<file path="src/hdl/ivls_pkg.sv">
// Shared types and constants for the landing-site selector.
`timescale 1ns / 1ps
`default_nettype none
package ivls_pkg;

    localparam int unsigned CNT_W     = 21;
    localparam logic [CNT_W-1:0] PIX_MAX = 21'd1048576;
    localparam int unsigned DIV_STEPS = 24;

    // configuration register indexes
    localparam logic [1:0] CFG_HALF_SIDE = 2'd0;
    localparam logic [1:0] CFG_CRUISE    = 2'd1;
    localparam logic [1:0] CFG_RADIUS    = 2'd2;

    typedef enum logic [3:0] {
        OP_NONE,
        OP_FIX_SQ,
        OP_FIX_CHK,
        OP_PIX_ADD,
        OP_MUL,
        OP_ACC,
        OP_PREP,
        OP_DIV_STEP,
        OP_FINISH
    } t_op;

    // controller to datapath
    typedef struct packed {
        logic       capture;
        t_op        op;
        logic [1:0] idx;
    } t_cmd;

    // datapath to controller
    typedef struct packed {
        logic last;
    } t_status;

    typedef struct packed {
        logic signed [23:0] x;
        logic signed [23:0] y;
        logic signed [23:0] z;
    } t_pt;

endpackage
`default_nettype wire

</file>
<file path="src/hdl/ivls_ctrl.sv">
// Sequencing state machine of the landing-site selector.
`timescale 1ns / 1ps
`default_nettype none
module ivls_ctrl (
    input  wire logic             i_clk,
    input  wire logic             i_rst_n,
    input  wire logic             i_valid,
    input  wire logic             i_mode,
    output logic                  o_stall,
    output logic                  o_valid,
    input  wire logic             i_stall,
    input  wire ivls_pkg::t_status i_st,
    output ivls_pkg::t_cmd        o_cmd
);
    import ivls_pkg::*;

    typedef enum logic [3:0] {
        S_IDLE, S_FIXSQ, S_FIXCHK, S_PIX, S_MUL, S_ACC, S_PREP, S_DIV, S_FIN
    } t_state;

    t_state     r_state, n_state;
    logic [4:0] r_cnt, n_cnt;
    logic       n_valid;
    logic       w_accept;
    logic       w_slot_free;

    assign o_stall     = (r_state != S_IDLE);
    assign w_accept    = i_valid && (r_state == S_IDLE);
    assign w_slot_free = !o_valid || !i_stall;

    // next state and commands
    always_comb begin
        n_state       = r_state;
        n_cnt         = r_cnt;
        n_valid       = o_valid && i_stall;
        o_cmd.capture = w_accept;
        o_cmd.op      = OP_NONE;
        o_cmd.idx     = r_cnt[1:0];
        case (r_state)
            S_IDLE: begin
                n_cnt = '0;
                if (w_accept) begin
                    n_state = i_mode ? S_PIX : S_FIXSQ;
                end
            end
            S_FIXSQ: begin
                o_cmd.op = OP_FIX_SQ;
                n_cnt    = r_cnt + 5'd1;
                if (r_cnt == 5'd2) begin
                    n_state = S_FIXCHK;
                end
            end
            S_FIXCHK: begin
                o_cmd.op = OP_FIX_CHK;
                n_state  = S_IDLE;
            end
            S_PIX: begin
                o_cmd.op = OP_PIX_ADD;
                n_state  = i_st.last ? S_MUL : S_IDLE;
            end
            S_MUL: begin
                o_cmd.op = OP_MUL;
                n_state  = S_ACC;
            end
            S_ACC: begin
                o_cmd.op = OP_ACC;
                n_cnt    = r_cnt + 5'd1;
                n_state  = (r_cnt == 5'd2) ? S_PREP : S_MUL;
            end
            S_PREP: begin
                o_cmd.op = OP_PREP;
                n_cnt    = '0;
                n_state  = S_DIV;
            end
            S_DIV: begin
                o_cmd.op = OP_DIV_STEP;
                n_cnt    = r_cnt + 5'd1;
                if (r_cnt == 5'(DIV_STEPS - 1)) begin
                    n_state = S_FIN;
                end
            end
            S_FIN: begin
                if (w_slot_free) begin
                    o_cmd.op = OP_FINISH;
                    n_valid  = 1'b1;
                    n_state  = S_IDLE;
                end
            end
            default: n_state = S_IDLE;
        endcase
    end

    // state and result valid
    always_ff @(posedge i_clk) begin
        if (!i_rst_n) begin
            r_state <= S_IDLE;
            r_cnt   <= '0;
            o_valid <= 1'b0;
        end else begin
            r_state <= n_state;
            r_cnt   <= n_cnt;
            o_valid <= n_valid;
        end
    end

`ifndef SYNTH
    a_fin_valid: assert property (@(posedge i_clk) disable iff (!i_rst_n)
        (r_state == S_FIN && w_slot_free) |=> o_valid)
        else $error("finished result not presented");
    a_div_len: assert property (@(posedge i_clk) disable iff (!i_rst_n)
        (r_state == S_DIV && r_cnt != 5'(DIV_STEPS - 1)) |=> (r_state == S_DIV))
        else $error("division left early");
    a_accept_go: assert property (@(posedge i_clk) disable iff (!i_rst_n)
        (i_valid && !o_stall) |=> (r_state == S_FIXSQ || r_state == S_PIX))
        else $error("accepted transfer not processed");
`endif

endmodule
`default_nettype wire

</file>
<file path="config.mk">
export PLATFORM = sky130hd
export DESIGN_NAME = ivls_ctrl
export DESIGN_NICKNAME = d
export VERILOG_FILES = /design/src/hdl/ivls_pkg.sv /design/src/hdl/ivls_ctrl.sv
export SDC_FILE = /design/constraint.sdc
export NUM_CORES = 1
export LEC_CHECK = 0
export ABC_AREA = 1
export BUFFER_PORTS_ARGS = -buffer_cell sky130_fd_sc_hd__buf_2
export CAP_MARGIN = 20
export CORE_UTILIZATION = 50
export CTS_BUF_LIST = sky130_fd_sc_hd__clkbuf_2
export DETAILED_ROUTE_END_ITERATION = 8
export PLACE_DENSITY = 0.77
export SYNTH_ARGS = -nofsm -noshare
export SYNTH_HDL_FRONTEND = slang
export SYNTH_SLANG_ARGS = --single-unit
</file>
<file path="constraint.sdc">
create_clock -name i_clk -period 1.15 [get_ports i_clk]
set_input_delay 0.23 -clock i_clk [delete_from_list [all_inputs] [get_ports i_clk]]
set_output_delay 0.23 -clock i_clk [all_outputs]
set_load 0.02 [all_outputs]
</file>
### Yosys cells after proc, flatten, opt, wreduce, memory -nomap -nowiden

Cells that the tools add are included.

* register bits: 10
* bits in latches: 0
* RAM bits: 0
* bits in read-only memories: 0
* bits of input ports: 6
* output and inout bits: 9
* memories: 0

* add/sub/neg operators: 1
* multiply operators: 0
* div/mod/pow operators: 0
* $lt $le $gt $ge: 0
* eq/ne operators: 14
* shift-type cells: 0
* muxes and demuxes: 13
* bitwise operators: 0
* reduce and logical (&&, ||, !) cells: 11

Operators with widths (count)
* 4-bit one-hot mux with 8 select lines: 2
* 4-bit 2-to-1 mux: 5
* 4-bit by 3-bit == test with 1-bit output, second input constant: 4
* 5-bit one-hot mux with 2 select lines: 1
* 4-bit by 2-bit == test with 1-bit output, second input constant: 2
* 2-bit != test, second input constant: 4
* 5-bit by 1-bit adder with 5-bit output, second input constant: 1
* 5-bit by 2-bit == test with 1-bit output, second input constant: 1
* 5-bit == test, second input constant: 1
* 4-bit by 1-bit == test with 1-bit output, second input constant: 1
* 4-bit == test, second input constant: 1
* 4-bit logical NOT: 1
* 2-bit 2-to-1 mux: 2
* 4-bit AND reduction: 1
* 4-bit nonzero test: 1
* 3-bit 2-to-1 mux: 1
* 3-bit OR reduction: 1
* 1-bit logical AND: 2
* 1-bit logical NOT: 2
* 1-bit 2-to-1 mux: 2
* 2-bit nonzero test: 1
* 2-bit OR reduction: 1
* 1-bit logical OR: 1

### Logic depth before layout (Yosys ltp)

Gate-level depths: netlist of the first run.

* word-level depth: 4
* mapped depth: 10
* mapped depth without buffers: 10

### Worst setup path before layout of the first run

No wires, ideal clock.

* kind: reg-to-output
* from: register r_state[0]
* to: output o_cmd[6] in the netlist's numbering
* data arrival time: 1024 ps
* required time: 920 ps
* path slack: -104 ps
* stages on the path, launching flop included: 6
* cells stage by stage: dfxtp_1 > buf_6 > nor2_2 > nand2_1 > nor2_1 > buf_4

* word-level cells in the longest chain between the ends: 2

RTL lines
* start, declared: RTL line ivls_ctrl.sv:21 `t_state r_state, n_state;`
* start signal, assigned: RTL line ivls_ctrl.sv:100 `r_state <= n_state;`
* 4-bit logical NOT: RTL line ivls_ctrl.sv:28 `assign w_accept = i_valid && (r_state == S_IDLE);`
* 1-bit logical AND: RTL line ivls_ctrl.sv:28
* end, declared: RTL line ivls_ctrl.sv:13 `output ivls_pkg::t_cmd o_cmd`

Every way passes these cells.

### Worst setup path after layout of the first run

* from: register r_state[3]
* to: register r_cnt[2]

* word-level cells in the longest chain between the ends: 3
* elaborated cells between the ends (all ways): 9
* classes of those cells: eq/ne: 4; mux: 1; reduce/logical: 4

RTL lines
* 4-bit by 3-bit == test with 1-bit output, or another cell as far along: RTL line ivls_ctrl.sv:39 `case (r_state)`
* 3-bit OR reduction (no line) / 2-bit OR reduction (equally long branches)
* 5-bit one-hot mux with 2 select lines / 2-bit nonzero test (equally long branches)
* end signal, assigned: RTL line ivls_ctrl.sv:101 `r_cnt <= n_cnt;`
* end, declared: RTL line ivls_ctrl.sv:22 `logic [4:0] r_cnt, n_cnt;`

Parallel ways exist; a longest one is shown, timed or not.
A chain may end at the register's enable or synchronous reset.

==> metrics.txt, run 1 <==
status complete, but fails checks; violated checks setup timing; root buffer cell clkbuf_2; Die X 40.1 um; fin crit share 126%; Starting Density around 55%; DRC 0; DR vias about 900; sequential share of the synthesized area about 28%; PortBufs 14; list of most frequent post-synthesis cells nor2_1, nand2_1, a21oi_1, nand3_1; layout cells sized above 1 around 62%; PnR worst setup slack -299 ps; vias in the first global route around 800; final hold violation count 0; Final min period about 1400 ps; Layout Cells excl Fill ~160; 1st-iter DRT viols between 40 and 50; critical path endpoint category flop; Top FF cell, synth dfxtp_1; Setup violations, final 15; die area between 1500 and 2000 sq um; CTS sink cnt 10; synthesized flop and latch total 10; Placed Cells around 140; TritonCTS clock tree yes; Pwr per Cell Area approximately 2400 nW/um^2; Synth Area in Simple Gates about two fifths; largest net degree at the start of global routing 8; drt total wl just under 3000 um; clk_lat worst skew 290 ps; Crit path required time ~1400 ps; CP arrival roughly 1700 ps; Max Clock Skew 20.3 ps; total track usage 32.2%; Yosys warning count 0; Slew Viols, Final 0; RSZ-0062 raised after global routing true; xor and xnor area share after synthesis ~1.2%; number of synthesized flops with an enable pin 0; crit-path max FO 5; I/O pins 15; mapped cell area ~720 sq um; crit path launch r_state[3]; Synth area leader dfxtp_1; first-pass GRT wire length roughly 3300 um; Lkg Pwr 0.000536 uW; synthesized instance count ~100; Antenna Violating Nets Remaining 0; clock buffer depth 2; worst-margin pin slew roughly 280 ps; main combinational cell family by area after synthesis simple AND/OR/NAND/NOR gates; adder-cell share of the synthesized area 3.45%; core footprint roughly 1300 sq um; WL per Instance 18.1 um; routability cong. between 0.7 and 0.8; Synth cell types 23; CTS H-tree depth 1; antenna violations before repair 0; CP Launch Type flop; ranking of synthesized cells by area dfxtp_1, nor2_1, a21oi_1, nand3_1, nand2_1; area share of the largest cell type after synthesis between 20% and 30%; # hold bufs at CTS 0; multiplexer share of the synthesized area 0%; min-delay worst type primary input to flop; Layout area overhead 65.3%; num rows 13; Critical R2R Launch r_state[3]; post-synthesis async set-or-reset flop share 0%; drt pass-1 iters 4; Die Ht roughly 40 um; dpl hpwl roughly 1300 um; Power, Total approximately 2900 uW; crit path kind flop to flop; complex-gate fraction of the synthesized area 15.7%; top-count cell post-synth nor2_1; Syn Nets 112; MaxCap Viol Count 0; number of CTS-inserted buffers 3; number of diodes 0; Reg clk slew, reported paths about 140 ps; f_max 690 MHz; Slew Limit Headroom between 80% and 90%; hold_sp i_rst_n; GRT Residual Overflow 0; Max IR drop VDD ~1600 uV; via density per instance ~5.7; Final #Nets 155; Avg Cell Area, Syn 6.97 sq um
sequential cells by signal, indices dropped and copies added (netlist names):
register	count
o_valid	1
r_cnt	5
r_state	4
timing repair:
| item | 4_1_cts | 5_1_grt |
|---|---|---|
| pin swaps | 10 | 9 |
| buffers inserted | 10 | 5 |
| endpoints found under the setup margin | 14 | 17 |
| gates resized for setup | 26 | 28 |
cells by family after synthesis:
group,Yosys count
AND/OR/NAND/NOR,55
AO/OA/AOI/OAI,18
buffers and inverters,18
flip-flops,10
adder cells (fa/ha/maj),2
XOR/XNOR,1
worst paths after layout:
path                              endpoint  slack, ps  depth (start not counted)
worst min register to register     o_valid        540                          2
worst max-delay path              r_cnt[2]       -300                          7
worst max register to register    r_cnt[2]       -300                          7
worst min-delay path            r_state[1]        190                          3
critical path, stage by stage, from the launching register on:
cell and delay [ps]:
dfxtp_4 420, buf_4 140, nor2_4 40, buf_4 130, buf_4 140, a21oi_4 210, nand3_1 130, a21oi_1 150
cells in the final DEF (no fill, tap or decap), types with 2 or more instances in the layout:
master	instances
nor2_1	13
nand3_2	3
inv_2	4
nand2_2	7
buf_2	6
inv_1	7
buf_6	10
inv_4	2
nor2_4	6
o21ai_0	3
nor2_2	3
dfxtp_1	4
a21oi_1	8
nand3_1	10
ha_4	2
buf_4	26
nand2_4	5
a21oi_2	3
clkbuf_2	3
dfxtp_4	6
nand2_1	6
routing by layer:
metal	part of all wire (%)	track usage, %	vias up	wire [um]
met3	8.6	8.33	16	251
met4	5.3	26.7	0	156
met5	0	0	-	0
met1	36	35.1	421	1050
met2	50	51.6	64	1460
li1	-	-	421	-
where the power goes:
| part | switching [uW] | total, uW | internal (uW) |
|---|---|---|---|
| sequential | 133 | 589 | 456 |
| clock | 153 | 229 | 75.5 |
| combinational | 1100 | 2090 | 982 |
| total | 1390 | 2900 | 1510 |
cell type report:
class	instances	area, sq um
clock inverters	1	3.75
flip-flops and latches	10	223
inverters	14	62.6
clock buffers	3	15.0
repair buffers	42	338
well taps	15	18.8
fillers	58	120
multi-input cells	76	537
per-stage QoR:
step | hold slack [ps] | setup slack, ps | utilization (%) | setup TNS (ps) | cell area, sq um
after CTS | 206 | -181 | 80.2 | -1810 | 1060
after floorplan | 350 | -2.40 | - | -2.40 | 741
final | 189 | -299 | 90.9 | -2900 | 1200
after global routing | 202 | -341 | 90.9 | -3390 | 1200
after detailed placement | 483 | -134 | 67.8 | -473 | 893
after global placement | 473 | -64.1 | 67.8 | -142 | 893
Note: power is estimated with default switching activity, not from simulation.
==> inputs of run 2 (changes only) <==
ABC_CLOCK_PERIOD_IN_PS = 1150   (was not set)
PLACE_DENSITY = 0.76   (was 0.77)
==> metrics.txt, run 2 (synthesis gave the netlist of run 1 again) <==
vias in the first global route 788 (was 778); status complete, but fails checks (unchanged); total track usage 33.4% (was 32.2%); RSZ-0062 raised after global routing true (unchanged); CTS H-tree depth 1 (unchanged); number of diodes 0 (unchanged); Final #Nets 151 (was 155); Max Clock Skew 8.94 ps (was 20.3 ps); I/O pins 15 (unchanged); Pwr per Cell Area 2390 nW/um^2 (was 2420 nW/um^2); Final min period 1480 ps (was 1450 ps); clock buffer depth 2 (unchanged); commonest cells after routing, fill and taps aside buf_4, buf_6, nor2_1, nor2_4, a21oi_2 (was buf_4, nor2_1, nand3_1, buf_6, a21oi_1); CTS sink cnt 10 (unchanged); violated checks setup timing (unchanged); clk_lat worst skew 270 ps (was 290 ps); die area 1610 sq um (unchanged); antenna violations before repair 0 (unchanged); filler instances 41 (was 58); number of CTS-inserted buffers 3 (unchanged); PnR worst setup slack -330 ps (was -299 ps); Die X 40.1 um (unchanged); DR vias 961 (was 922); Reg clk slew, reported paths 110 ps (was 140 ps); dpl hpwl 1340 um (was 1330 um); Placed Cells 140 (was 142); drt total wl 3200 um (was 2920 um); slowest CP cell dfxtp_4 (unchanged); MaxCap Viol Count 0 (unchanged); Top reg by flops r_cnt (unchanged); drt pass-1 iters 4 (unchanged); Setup violations, final 15 (unchanged); Antenna Violating Nets Remaining 0 (unchanged); crit path kind flop to primary output (was flop to flop); fin crit share 129% (was 126%); most common cell after layout, fill and taps aside buf_4 (unchanged); 1st-iter DRT viols 57 (was 43); largest net degree at the start of global routing 8 (unchanged); final hold violation count 0 (unchanged); f_max 676 MHz (was 690 MHz); CP arrival 1250 ps (was 1650 ps); max FFs per register 5 (unchanged); worst-margin pin slew 371 ps (was 280 ps); Starting Density 55.0% (unchanged); critical path cell sequence nor2_4, nand2_2, nor2_1, buf_4 (was buf_4, nor2_4, buf_4, buf_4, a21oi_4, nand3_1, a21oi_1); Crit path required time 920 ps (was 1350 ps); via density per instance 6.12 (was 5.73); Die Ht 40.1 um (unchanged); r2r worst-path depth 7 (unchanged); Core Util, Final 94.4% (was 90.9%); root buffer cell clkbuf_2 (unchanged); Max IR drop VDD 1980 uV (was 1560 uV); min-delay worst type primary input to flop (unchanged); critical path endpoint category primary output (was flop); biggest regs r_cnt (5), r_state (4), o_valid (1) (unchanged); CP Launch Type flop (unchanged); WL per Instance 20.4 um (was 18.1 um); core footprint 1320 sq um (unchanged); layout cells sized above 1 69.0% (was 61.6%); r2r setup slk -220 ps (was -300 ps); hold path depth 3 (unchanged); Lkg Pwr 0.000527 uW (was 0.000536 uW); Layout area overhead 71.7% (was 65.3%); Slew Viols, Final 0 (unchanged); Power, Total 2970 uW (was 2900 uW); DRC 0 (unchanged); PortBufs 14 (unchanged); first-pass GRT wire length 3360 um (was 3310 um); TritonCTS clock tree yes (unchanged); num rows 13 (unchanged); Layout Cells excl Fill 157 (was 161); crit-path max FO 4 (was 5); Slew Limit Headroom 75.2% (was 81.3%); routability cong. 0.878 (was 0.778); GRT Residual Overflow 0 (unchanged); CP max stage delay 390 ps (was 420 ps)
==> run 2: area by class of cell <==
type | instances | area [sq um] | share of cell area, %
Clock buffer | 3 | 15.0 | 1.21
Clock inverter | 1 | 3.75 | 0.302
Tap cell | 15 | 18.8 | 1.51
Inverter | 14 | 65.1 | 5.23
Multi-Input combinational cell | 76 | 602 | 48.4
Sequential cell | 10 | 224 | 18.0
Timing Repair Buffer | 38 | 315 | 25.4
==> run 2: metrics by stage <==
stage          setup slack (ps)  cell area [sq um]  TNS [ps]  hold WS [ps]
3_5_place_dp               -103                878      -612           479
6_report                   -330               1240     -2710           195
2_1_floorplan             -2.40                741     -2.40           350
5_1_grt                    -358               1240     -3180           181
4_1_cts                    -190               1110     -1170           189
3_3_place_gp              -70.8                878      -255           473
==> run 2: where the power goes <==
group	internal, uW	total (uW)	switching, uW	leakage (uW)
clock	75.5	211	135	0.0000140
sequential	457	617	159	0.0000862
combinational	965	2140	1170	0.000427
==> run 2: layer usage <==
layer  GRT usage (%)  vias up  routed length, um
met4            19.0        0                233
met1            34.9      432               1120
met2            56.5       82               1550
li1                -      413                  -
met3            12.8       34                295
met5               0        -                  0
==> run 2: timing repair <==
action,CTS,global route
hold buffers,0,0
setup buffers,6,8
resized for setup,51,23
setup endpoints to repair,15,17
pin swaps,15,16
endpoints found under the hold margin,0,0
==> run 2: worst max-delay path, delay by kind of cell (launching register included) <==
| kind | cells | cell delay [ps] |
|---|---|---|
| DFF | 1 | 390 |
| buffers and inverters | 1 | 180 |
| and+or+nand+nor | 3 | 420 |
==> run 2: final timing paths <==
path                                  from         end
worst max-delay path            r_state[0]    o_cmd[6]
worst min-delay path               i_rst_n  r_state[1]
worst max register to register  r_state[0]    r_cnt[0]
worst min register to register    r_cnt[4]    r_cnt[4]
==> inputs of run 3 (changes only) <==
CTS_BUF_LIST = sky130_fd_sc_hd__clkbuf_8   (was sky130_fd_sc_hd__clkbuf_2)
==> metrics.txt, run 3 (synthesis gave the netlist of run 1 again) <==
I/O pins 15 (unchanged); drt total wl 2400 um (was 3200 um); via density per instance 5.59 (was 6.12); first-pass GRT wire length 3080 um (was 3360 um); Reg clk slew, reported paths 50 ps (was 110 ps); pre-CTS WS -103 ps (unchanged); hold_sp i_rst_n (unchanged); Worst Hold End r_state[1] (unchanged); TritonCTS clock tree yes (unchanged); status complete, but fails checks (unchanged); core footprint 1320 sq um (unchanged); Slew Limit Headroom 79.1% (was 75.2%); DR vias 850 (was 961); Antenna Violating Nets Remaining 0 (unchanged); Crit path required time 920 ps (about the same); total track usage 30.4% (was 33.4%); Layout area overhead 62.3% (was 71.7%); number of CTS-inserted buffers 3 (unchanged); commonest cells after routing, fill and taps aside buf_4, nor2_1, buf_2, nor2_4, nand2_1 (was buf_4, buf_6, nor2_1, nor2_4, a21oi_2); critical path endpoint category primary output (unchanged); worst-margin pin slew 311 ps (was 371 ps); GR peak layer met2 (unchanged); crit-path max FO 4 (unchanged); Die Ht 40.1 um (unchanged); Core Util, Final 89.3% (was 94.4%); Finished Cell Area 1180 sq um (was 1240 sq um); biggest regs r_cnt (5), r_state (4), o_valid (1) (unchanged); f_max 721 MHz (was 676 MHz); 1st-iter DRT viols 26 (was 57); Slew Viols, Final 0 (unchanged); r2r worst-path depth 6 (was 7); violated checks setup timing (unchanged); DP Area 878 sq um (unchanged); Critical R2R Launch r_state[3] (was r_state[0]); Final min period 1390 ps (was 1480 ps); clock buffer depth 2 (unchanged); GRT Residual Overflow 0 (unchanged); PnR worst setup slack -237 ps (was -330 ps); GR met3 Demand/Resource 10.6% (was 12.8%); Layout Cells excl Fill 152 (was 157); routability cong. 0.878 (unchanged); vias in the first global route 711 (was 788); most common cell after layout, fill and taps aside buf_4 (unchanged); CP Launch Type flop (unchanged); hold path depth 3 (unchanged); CP arrival 1160 ps (was 1250 ps); met2 global-route usage 54.0% (was 56.5%); crit path kind flop to primary output (unchanged); WL per Instance 15.8 um (was 20.4 um); Lkg Pwr 0.000505 uW (was 0.000527 uW); Max Clock Skew 3.47 ps (was 8.94 ps); clk_lat worst skew 240 ps (was 270 ps); r2r setup slk -140 ps (was -220 ps); CTS sink cnt 10 (unchanged); final hold violation count 0 (unchanged); num rows 13 (unchanged); dpl hpwl 1340 um (unchanged); CTS H-tree depth 1 (unchanged); largest net degree at the start of global routing 8 (unchanged); drt pass-1 iters 4 (unchanged); Final #Nets 146 (was 151); min-delay worst type primary input to flop (unchanged); RSZ-0062 raised after global routing true (unchanged); setup_tns -1570 ps (was -2710 ps); reg2reg end r_cnt[2] (was r_cnt[0]); fin crit share 121% (was 129%); Max IR drop VDD 2240 uV (was 1980 uV); antenna violations before repair 0 (unchanged); die area 1610 sq um (unchanged); # hold bufs at CTS 0 (unchanged); Die X 40.1 um (unchanged); Pwr per Cell Area 2420 nW/um^2 (was 2390 nW/um^2); MaxCap Viol Count 0 (unchanged); met1 usage 34.1% (was 34.9%); PortBufs 14 (unchanged); number of diodes 0 (unchanged); Placed Cells 140 (unchanged); max FFs per register 5 (unchanged); layout cells sized above 1 64.2% (was 69.0%); DRC 0 (unchanged); Starting Density 55.0% (unchanged); root buffer cell clkbuf_8 (was clkbuf_2); Top reg by flops r_cnt (unchanged); Setup violations, final 15 (unchanged)
==> run 3: changes by cell type in the layout (fill, tap and decap cells not counted), moves of 2 or more <==
cell and change:
a21oi_2 -2, buf_2 +3, nand2_1 +2, buf_6 -8, a21oi_1 +2, clkbuf_8 +4
clkbuf_2 -3
==> run 3: per-stage QoR <==
stage / hold slack [ps] / power (uW)
floorplan: 350 / 1450
global placement: 473 / 1780
detailed placement: 479 / 1820
CTS: 238 / 2560
global route: 240 / 2980
finish: 245 / 2840
==> run 3: area by class of cell <==
type                    instances  area, sq um
inverters                      14         65.1
fillers                        60          141
repair buffers                 33          240
clock buffers                   4         55.1
multi-input cells              76          573
well taps                      15         18.8
flip-flops and latches         10          224
==> run 3: worst max path at each step <==
stage                     startpoint    endpoint  depth (start not counted)
after floorplan           r_state[2]    r_cnt[0]                          6
after global placement    r_state[0]  r_state[1]                          7
after detailed placement  r_state[0]  r_state[1]                          7
after CTS                 r_state[1]    o_cmd[5]                          4
after global routing      r_state[0]    o_cmd[6]                          4
final                     r_state[0]    o_cmd[6]                          4
==> run 3: timing repair <==
| item | in CTS | in global routing |
|---|---|---|
| pin swaps | 9 | 11 |
| setup buffers | 5 | 3 |
| setup endpoints to repair | 14 | 16 |
| resized for setup | 36 | 18 |
| cloned | 0 | 0 |
==> run 3: worst max-delay path: stages (launching register included) <==
cell and delay, ps:
dfxtp_4 370, nor2_4 160, nand2_2 90, nor2_1 140
buf_4 160
==> run 3: routing by layer <==
metal,up-vias,routed length (um)
li1,404,-
met1,391,938
met2,44,1230
met3,11,169
met4,0,58
met5,-,0
==> run 3: where the power goes <==
part	internal (uW)	switching, uW
combinational	784	1000
sequential	459	149
clock	301	145
total	1540	1300
